**config.mk**
```make
export PLATFORM = sky130hd
export DESIGN_NAME = nfci_cmd
export DESIGN_NICKNAME = d
export VERILOG_FILES = /design/src/hw/rtl/nfci_pkg.sv /design/src/hw/rtl/nfci_cmd.sv
export SDC_FILE = /design/constraint.sdc
export NUM_CORES = 1
export LEC_CHECK = 0
export BUFFER_PORTS_ARGS = -buffer_cell sky130_fd_sc_hd__buf_2
export CAP_MARGIN = 20
export CORE_MARGIN = 2
export CORE_UTILIZATION = 35
export CTS_CLUSTER_SIZE = 20
export DETAILED_ROUTE_END_ITERATION = 8
export SYNTH_ARGS = -nofsm -noshare
export SYNTH_HDL_FRONTEND = slang
export SYNTH_SLANG_ARGS = --single-unit
```
**constraint.sdc**
```tcl
create_clock -name clock -period 6.3 [get_ports clock]
set_input_delay 0.945 -clock clock [delete_from_list [all_inputs] [get_ports clock]]
set_output_delay 0.945 -clock clock [all_outputs]
set_load 0.01 [all_outputs]
```
**src/hw/rtl/nfci_pkg.sv**
```systemverilog
`default_nettype none

package nfci_pkg;

   // command bytes, compared on the low 8 bits of the masked bus data
   localparam logic [7:0] CMD_UNLOCK_A   = 8'hAA;
   localparam logic [7:0] CMD_UNLOCK_B   = 8'h55;
   localparam logic [7:0] CMD_PROGRAM    = 8'hA0;
   localparam logic [7:0] CMD_AUTOSELECT = 8'h90;
   localparam logic [7:0] CMD_ERASE      = 8'h80;
   localparam logic [7:0] CMD_CHIP_ERASE = 8'h10;
   localparam logic [7:0] CMD_BYPASS     = 8'h20;
   localparam logic [7:0] CMD_RESET      = 8'hF0;
   localparam logic [7:0] CMD_EXIT       = 8'h00;
   localparam logic [7:0] NARROW_MASK    = 8'hFF;

   localparam int unsigned CSR_INDEX_BITS = 3;
   localparam int unsigned CSR_DATA_BITS  = 16;

   localparam logic [CSR_INDEX_BITS-1:0] CSR_UNLOCK_FIRST  = 3'd0;
   localparam logic [CSR_INDEX_BITS-1:0] CSR_UNLOCK_SECOND = 3'd1;
   localparam logic [CSR_INDEX_BITS-1:0] CSR_MAKER_CODE    = 3'd2;
   localparam logic [CSR_INDEX_BITS-1:0] CSR_PART_CODE     = 3'd3;
   localparam logic [CSR_INDEX_BITS-1:0] CSR_PART_ADDR     = 3'd4;
   localparam logic [CSR_INDEX_BITS-1:0] CSR_WIDE_BUS      = 3'd5;

   localparam logic [15:0] RST_UNLOCK_FIRST  = 16'h0555;
   localparam logic [15:0] RST_UNLOCK_SECOND = 16'h02AA;
   localparam logic [15:0] RST_MAKER_CODE    = 16'h0001;
   localparam logic [15:0] RST_PART_CODE     = 16'h0000;
   localparam logic [15:0] RST_PART_ADDR     = 16'h0001;

   typedef struct packed {
      logic [15:0] unlock_first;
      logic [15:0] unlock_second;
      logic [15:0] maker_code;
      logic [15:0] part_code;
      logic [15:0] part_addr;
      logic        wide_bus;
   } cfg_type;

endpackage

`default_nettype wire

```
**src/hw/rtl/nfci_cmd.sv**
```systemverilog
`default_nettype none

// Command state machine and read/program data path for one bus word.
module nfci_cmd #(
   parameter int unsigned AW = 16,
   parameter int unsigned DW = 16
) (
   input  wire logic             clock,
   input  wire logic             reset,
   input  wire nfci_pkg::cfg_type cfg,
   input  wire logic             go,
   input  wire logic             kind,
   input  wire logic [AW-1:0]    addr,
   input  wire logic [15:0]      wdata,
   input  wire logic [DW-1:0]    mem_data,
   output logic [15:0]           rd_result,
   output logic [3:0]            state_result,
   output logic                  err_result,
   output logic                  erase_hit,
   output logic                  prog_en,
   output logic [DW-1:0]         prog_data
);

   typedef enum logic [3:0] {
      ST_READ     = 4'd0,
      ST_UNLOCK1  = 4'd1,
      ST_UNLOCK2  = 4'd2,
      ST_PROGRAM  = 4'd3,
      ST_AUTOSEL  = 4'd4,
      ST_ERASE0   = 4'd5,
      ST_ERASE1   = 4'd6,
      ST_ERASE2   = 4'd7,
      ST_BYPASS   = 4'd8,
      ST_BYP_PROG = 4'd9,
      ST_BYP_EXIT = 4'd10
   } cmd_state_type;

   cmd_state_type state_ff;
   cmd_state_type state_in;

   // last word programmed; the read of the next word may have missed it
   logic          fwd_valid_ff;
   logic [AW-1:0] fwd_addr_ff;
   logic [DW-1:0] fwd_data_ff;

   logic [DW-1:0] mask;
   logic [DW-1:0] data;
   logic [7:0]    cmd;
   logic          at_first;
   logic          at_second;
   logic [DW-1:0] word;
   logic [DW-1:0] rd_raw;
   logic          ok;
   logic          err;
   logic          prog;
   logic          erase;

   assign mask      = cfg.wide_bus ? {DW{1'b1}} : DW'(nfci_pkg::NARROW_MASK);
   assign data      = wdata[DW-1:0] & mask;
   assign cmd       = data[7:0];
   assign at_first  = addr == cfg.unlock_first[AW-1:0];
   assign at_second = addr == cfg.unlock_second[AW-1:0];
   assign word      = (fwd_valid_ff && fwd_addr_ff == addr) ? fwd_data_ff : mem_data;

   always_comb begin
      if (state_ff == ST_AUTOSEL) begin
         if (addr == '0) begin
            rd_raw = cfg.maker_code[DW-1:0];
         end else if (addr == cfg.part_addr[AW-1:0]) begin
            rd_raw = cfg.part_code[DW-1:0];
         end else begin
            rd_raw = '0;
         end
      end else begin
         rd_raw = word;
      end
   end

   always_comb begin
      state_in = state_ff;
      ok       = 1'b0;
      err      = 1'b0;
      prog     = 1'b0;
      erase    = 1'b0;
      if (!kind) begin
         state_in = state_ff;
      end else if (state_ff == ST_PROGRAM || state_ff == ST_BYP_PROG) begin
         prog     = 1'b1;
         state_in = (state_ff == ST_PROGRAM) ? ST_READ : ST_BYPASS;
      end else if (cmd == nfci_pkg::CMD_RESET) begin
         state_in = ST_READ;
      end else begin
         unique case (state_ff)
            ST_READ: begin
               if (cmd == nfci_pkg::CMD_UNLOCK_A && at_first) begin
                  state_in = ST_UNLOCK1;
                  ok       = 1'b1;
               end
            end
            ST_UNLOCK1: begin
               if (cmd == nfci_pkg::CMD_UNLOCK_B && at_second) begin
                  state_in = ST_UNLOCK2;
                  ok       = 1'b1;
               end
            end
            ST_UNLOCK2: begin
               if (at_first) begin
                  ok = 1'b1;
                  unique case (cmd)
                     nfci_pkg::CMD_PROGRAM:    state_in = ST_PROGRAM;
                     nfci_pkg::CMD_AUTOSELECT: state_in = ST_AUTOSEL;
                     nfci_pkg::CMD_ERASE:      state_in = ST_ERASE0;
                     nfci_pkg::CMD_BYPASS:     state_in = ST_BYPASS;
                     default:                  ok = 1'b0;
                  endcase
               end
            end
            ST_ERASE0: begin
               if (cmd == nfci_pkg::CMD_UNLOCK_A && at_first) begin
                  state_in = ST_ERASE1;
                  ok       = 1'b1;
               end
            end
            ST_ERASE1: begin
               if (cmd == nfci_pkg::CMD_UNLOCK_B && at_second) begin
                  state_in = ST_ERASE2;
                  ok       = 1'b1;
               end
            end
            ST_ERASE2: begin
               if (cmd == nfci_pkg::CMD_CHIP_ERASE && at_first) begin
                  state_in = ST_READ;
                  ok       = 1'b1;
                  erase    = 1'b1;
               end
            end
            ST_BYPASS: begin
               if (cmd == nfci_pkg::CMD_PROGRAM) begin
                  state_in = ST_BYP_PROG;
                  ok       = 1'b1;
               end else if (cmd == nfci_pkg::CMD_AUTOSELECT) begin
                  state_in = ST_BYP_EXIT;
                  ok       = 1'b1;
               end
            end
            ST_BYP_EXIT: begin
               if (cmd == nfci_pkg::CMD_EXIT) begin
                  state_in = ST_READ;
                  ok       = 1'b1;
               end
            end
            default: ok = 1'b0;
         endcase
         if (!ok) begin
            state_in = ST_READ;
            err      = 1'b1;
         end
      end
   end

   assign rd_result    = kind ? 16'h0000 : 16'(rd_raw & mask);
   assign state_result = state_in;
   assign err_result   = err;
   assign erase_hit    = erase;
   assign prog_en      = go & prog;
   assign prog_data    = word & data;

   always_ff @(posedge clock) begin
      if (reset) begin
         state_ff     <= ST_READ;
         fwd_valid_ff <= 1'b0;
      end else if (go) begin
         state_ff <= state_in;
         if (prog) begin
            fwd_valid_ff <= 1'b1;
         end else if (erase) begin
            fwd_valid_ff <= 1'b0;
         end
      end
   end

   always_ff @(posedge clock) begin
      if (go && prog) begin
         fwd_addr_ff <= addr;
         fwd_data_ff <= prog_data;
      end
   end

endmodule

`default_nettype wire

```
* Word level (Yosys, flattened, before mapping)
Index checks and enable logic that the tools add are counted.
** Word-level totals
- Output and inout port bits :: 39
- Input bits :: 133
- Bits in registers :: 37
- Word-level logic and storage cells :: 90
** Cells by class
- Bitwise operators :: 4
- Mux-type cells :: 46
- Equality and inequality tests :: 22
- Reduce and logical (&&, ||, !) cells :: 14
** Operators by type and width (count)
- 16-bit 2-to-1 mux :: 6
- 16-bit equality test :: 4
- 4-bit 2-to-1 mux :: 14
- 16-bit AND :: 3
- 8-bit equality test (second input constant) :: 5
- 4-bit one-hot mux with 8 select lines :: 1
- 1-bit 2-to-1 mux :: 23
- 4-bit by 3-bit equality test with 1-bit output (second input constant) :: 4
- 16-bit logical NOT :: 1
- 4-bit one-hot mux with 4 select lines :: 1
- 4-bit equality test (second input constant) :: 3
- 4-bit by 2-bit equality test with 1-bit output (second input constant) :: 2
- 8-bit by 5-bit equality test with 1-bit output (second input constant) :: 1
- 8-bit by 6-bit equality test with 1-bit output (second input constant) :: 1
- 8-bit by 7-bit equality test with 1-bit output (second input constant) :: 1
- 8-bit logical NOT :: 1
- 1-bit one-hot mux with 6 select lines :: 1
- 1-bit logical AND :: 5
- 4-bit by 1-bit equality test with 1-bit output (second input constant) :: 1
- 4-bit logical NOT :: 1
- 2-bit OR reduction :: 2
- 4-bit OR reduction :: 1
- 2-bit AND reduction :: 1
- 2-bit nonzero test :: 1
- other kinds (2) :: 2

* Depth between registers and ports, before layout
- Word-level depth :: 14
- Mapped depth :: 9
- Depth with buffers taken out :: 7

* Worst setup path before layout
OpenSTA, ideal clock, no wires.
- Kind :: input to output
- From :: in addr[9]
- To :: out rd_result[10]
- Required time :: 5.355 ns
- Path slack :: 2.636 ns
- Cell stages on the path :: 9
- Arrival :: 2.719 ns
- Path through :: buf_2 xor2_1 nor4_1 nand2_1 nor4_4 buf_4 a22o_1 nor2_1 a211oi_1
** Between the ends
- Longest elaborated chain between the ends :: 6
- Elaborated cells between the ends (all ways) :: 10
- Those cells by class :: 2 x eq/ne; 5 x mux; 1 x bitwise; 2 x reduce/logical
** RTL lines
- start: declaration :: line nfci_cmd.sv:13 : input wire logic [AW-1:0] addr,
- 16-bit equality test, on equally long branches :: line nfci_cmd.sv:69, nfci_cmd.sv:63
- 16-bit 2-to-1 mux or 1-bit logical AND (tied branches) :: line nfci_cmd.sv:69, nfci_cmd.sv:63
- 16-bit 2-to-1 mux, on equally long branches :: line nfci_cmd.sv:67, nfci_cmd.sv:63
- 16-bit 2-to-1 mux * :: line nfci_cmd.sv:66 : if (state_ff == ST_AUTOSEL) begin
- 16-bit AND * :: line nfci_cmd.sv:161 : assign rd_result = kind ? 16'h0000 : 16'(rd_raw & mask);
- 16-bit 2-to-1 mux * :: line nfci_cmd.sv:161
- end: declaration :: line nfci_cmd.sv:16 : output logic [15:0] rd_result,
Mark *: on every way between the ends. The rest lies on a longest branch, timed or not.

* Final worst setup path
- From :: in addr[0]
- To :: out rd_result[9]
The elaborated chain is that of the path after synthesis.

==> results.json <==
{
  "worstMarginPinSlew_ns": 0.979,
  "netlist_area_mm2": 0.00324,
  "grtUsageMet1": 0.267,
  "rrSetupSlack_ns": 4.06,
  "fin_area_mm2": 0.00421,
  "setup-tns-final_ns": 0,
  "path_clk_slew_ns": 0.08,
  "io_buffers": 171,
  "place.gp.congestion": 0.947,
  "synthCells": 351,
  "hold_path.class": "reg -> reg",
  "busiest_layer": "met2",
  "clock_skew_ns": 0.0102,
  "dp_slack_ns": 1.81,
  "period_share": 0.676,
  "status": "finished, final reports clean",
  "clock_sinks": 37,
  "drive_gt1_frac": 0.378,
  "slew_violations": 0,
  "post_cts_buffers": 0,
  "fin_ws_ns": 2.04,
  "grt_max_degree": 34,
  "layout.nets": 634,
  "dr.pass1.iters": 4,
  "finalSetupViolations": 0,
  "grt_overflow_total": 0,
  "totalWireLength_um": 10600,
  "fmax_ghz": 0.235,
  "post-dp-hpwl_um": 8790,
  "drc": 0,
  "num_rows": 35,
  "crit_path_max_fanout": 16,
  "crit_required_ns": 5.35,
  "fill_cells": 913,
  "area_growth_pct": 30.2,
  "initial_core_util": 0.355,
  "ios": 172,
  "cts.path.max_buffers": 2,
  "grt.total_usage": 0.208,
  "start_kind": "input pin",
  "total_power_w": 0.000620,
  "die_height_um": 100,
  "die_w_um": 100,
  "cts-resized-gates": 0,
  "met2_usage": 0.363,
  "synth_edf_count": 32,
  "cts_made_buffers": 5,
  "path_class": "in -> out",
  "use_met3": 0.0355,
  "drt_iter0_drc": 219,
  "antenna_left": 0,
  "cts_tree": "done",
  "period_needed_ns": 4.26,
  "fp.dieArea_mm2": 0.0100,
  "end_kind": "output port",
  "h-tree-depth": 2,
  "peakVddDrop_mv": 0.0761,
  "cts-root-buf": "clkbuf_8",
  "arrival_ns": 3.31,
  "syn_area_per_cell_um2": 9.22,
  "synth_cell_types": 47,
  "ys_ff_latch": 37,
  "yosysWarnings": 0,
  "viasPerCell": 5.24,
  "seq_area_frac_synth": 0.328,
  "grt_pass1_vias": 3127,
  "rsz0062_at_grt": "false",
  "grt_first_pass_wirelength_um": 16300,
  "finalHoldViolCount": 0,
  "core_area_mm2": 0.00911,
  "clkLatencyLatePin_ns": 0.29,
  "maxCapViolations": 0,
  "via_count": 3215,
  "diodes": 0,
  "antenna_found_initial": 0,
  "synth-async-reset-ratio": 0,
  "drt-wirelength-per-cell_um": 17.3,
  "powerDensity_mw_per_mm2": 147,
  "post-route-util": 0.463,
  "slew_headroom": 0.346,
  "dpl_cell_area_mm2": 0.00409,
  "leakagePower_nw": 1.87,
  "synth_flop_cell": "edfxtp_1",
  "holdBufCountCts": 0,
  "syn_nets": 484
}
-- worst max-delay path: stages --
cell	delay, ns
buf_2	0.16
xor2_1	0.19
nor4_1	0.28
nand2_1	0.19
nor4_4	0.75
a22o_1	0.24
nor2_1	0.05
a211oi_1	0.32
buf_2	0.20
-- report_power, final --
group	leakage, nW	internal, W	total (W)	switching, W
registers	0.332	0.000265	0.000267	0.00000130
clock network	0.0554	0.000119	0.000209	0.0000901
logic	1.48	0.0000685	0.000144	0.0000758
total	1.87	0.000453	0.000620	0.000167
-- through the flow --
stage	cells	hold WS [ns]
final	613	0.552
after CTS	612	0.555
after global placement	604	0.553
after detailed placement	604	0.542
after floorplan	351	0.456
after global routing	613	0.584
-- area by class of cell --
cell class / instances / area (um2) / area share
multi-input cells: 282 / 2020 / 0.479
flip-flops and latches: 37 / 1060 / 0.252
repair buffers: 173 / 878 / 0.208
well taps: 111 / 139 / 0.0330
clock buffers: 6 / 72.6 / 0.0172
clock inverters: 2 / 38.8 / 0.00920
inverters: 2 / 7.51 / 0.00178
-- registers in the layout, indices dropped and copies added (netlist names) --
register / count
fwd_addr_ff: 16
fwd_data_ff: 16
fwd_valid_ff: 1
state_ff: 4
-- per-layer routing --
layer	vias up	share of wire
met5	-	0
met4	0	0.016
met3	20	0.075
met2	157	0.47
met1	1437	0.43
li1	1601	-
-- worst paths after layout --
| kind | start | to | cells after the start |
|---|---|---|---|
| setup / recovery | addr[0] | rd_result[9] | 9 |
| hold / removal | fwd_valid_ff | fwd_valid_ff | 2 |
| setup reg to reg | fwd_addr_ff[5] | fwd_data_ff[6] | 6 |
| hold reg to reg | fwd_valid_ff | fwd_valid_ff | 2 |
-- cells by family (layout without fill, tap and decap cells) --
| family | after synthesis | after routing | share of synthesized area |
|---|---|---|---|
| XOR/XNOR | 65 | 65 | 0.176 |
| multiplexers | 16 | 16 | 0.0495 |
| AND/OR/NAND/NOR | 135 | 135 | 0.231 |
| buffers and inverters | 32 | 183 | 0.0514 |
| AO/OA/AOI/OAI | 66 | 66 | 0.164 |
| flip-flops | 37 | 37 | 0.328 |
-- synthesized netlist by cell type, types with 2 or more instances --
cell      number  area share
xnor2_1       37        0.10
nor2_1        35       0.041
edfxtp_1      32        0.30
xor2_1        28       0.076
nand2_1       25       0.029
a211oi_1      19       0.044
mux2i_1       16       0.049
nor2b_1       15       0.029
nor4_1        15       0.029
a22o_1        14       0.038
buf_2         13       0.020
nand4_1       13       0.025
clkbuf_1      11       0.013
a21oi_1        8       0.012
nand2b_1       7       0.014
o31ai_1        6       0.014
dfxtp_1        5       0.031
nand3_1        5      0.0077
nor3_1         4      0.0062
a221oi_1       3      0.0081
and2_1         3      0.0058
buf_6          3       0.010
o41ai_1        3      0.0081
buf_4          2      0.0046
inv_1          2      0.0023
nand3b_1       2      0.0046
nor3b_1        2      0.0046
nor4_4         2       0.013
o211ai_1       2      0.0046
o21ai_0        2      0.0031
-- placed cells by master (no fill, tap or decap), drive strengths merged, types with 3 or more instances in the layout --
cell type and n:
a211oi 19, a21oi 8, a221oi 3, a22o 14
and2 3, buf 173, clkbuf 6, dfxtp 5
edfxtp 32, mux2i 16, nand2 25, nand2b 7
nand3 5, nand4 14, nor2 35, nor2b 15
nor3 5, nor4 17, o21ai 3, o31ai 6
o41ai 3, xnor2 37, xor2 28
Power figures use the tool's default switching activity.
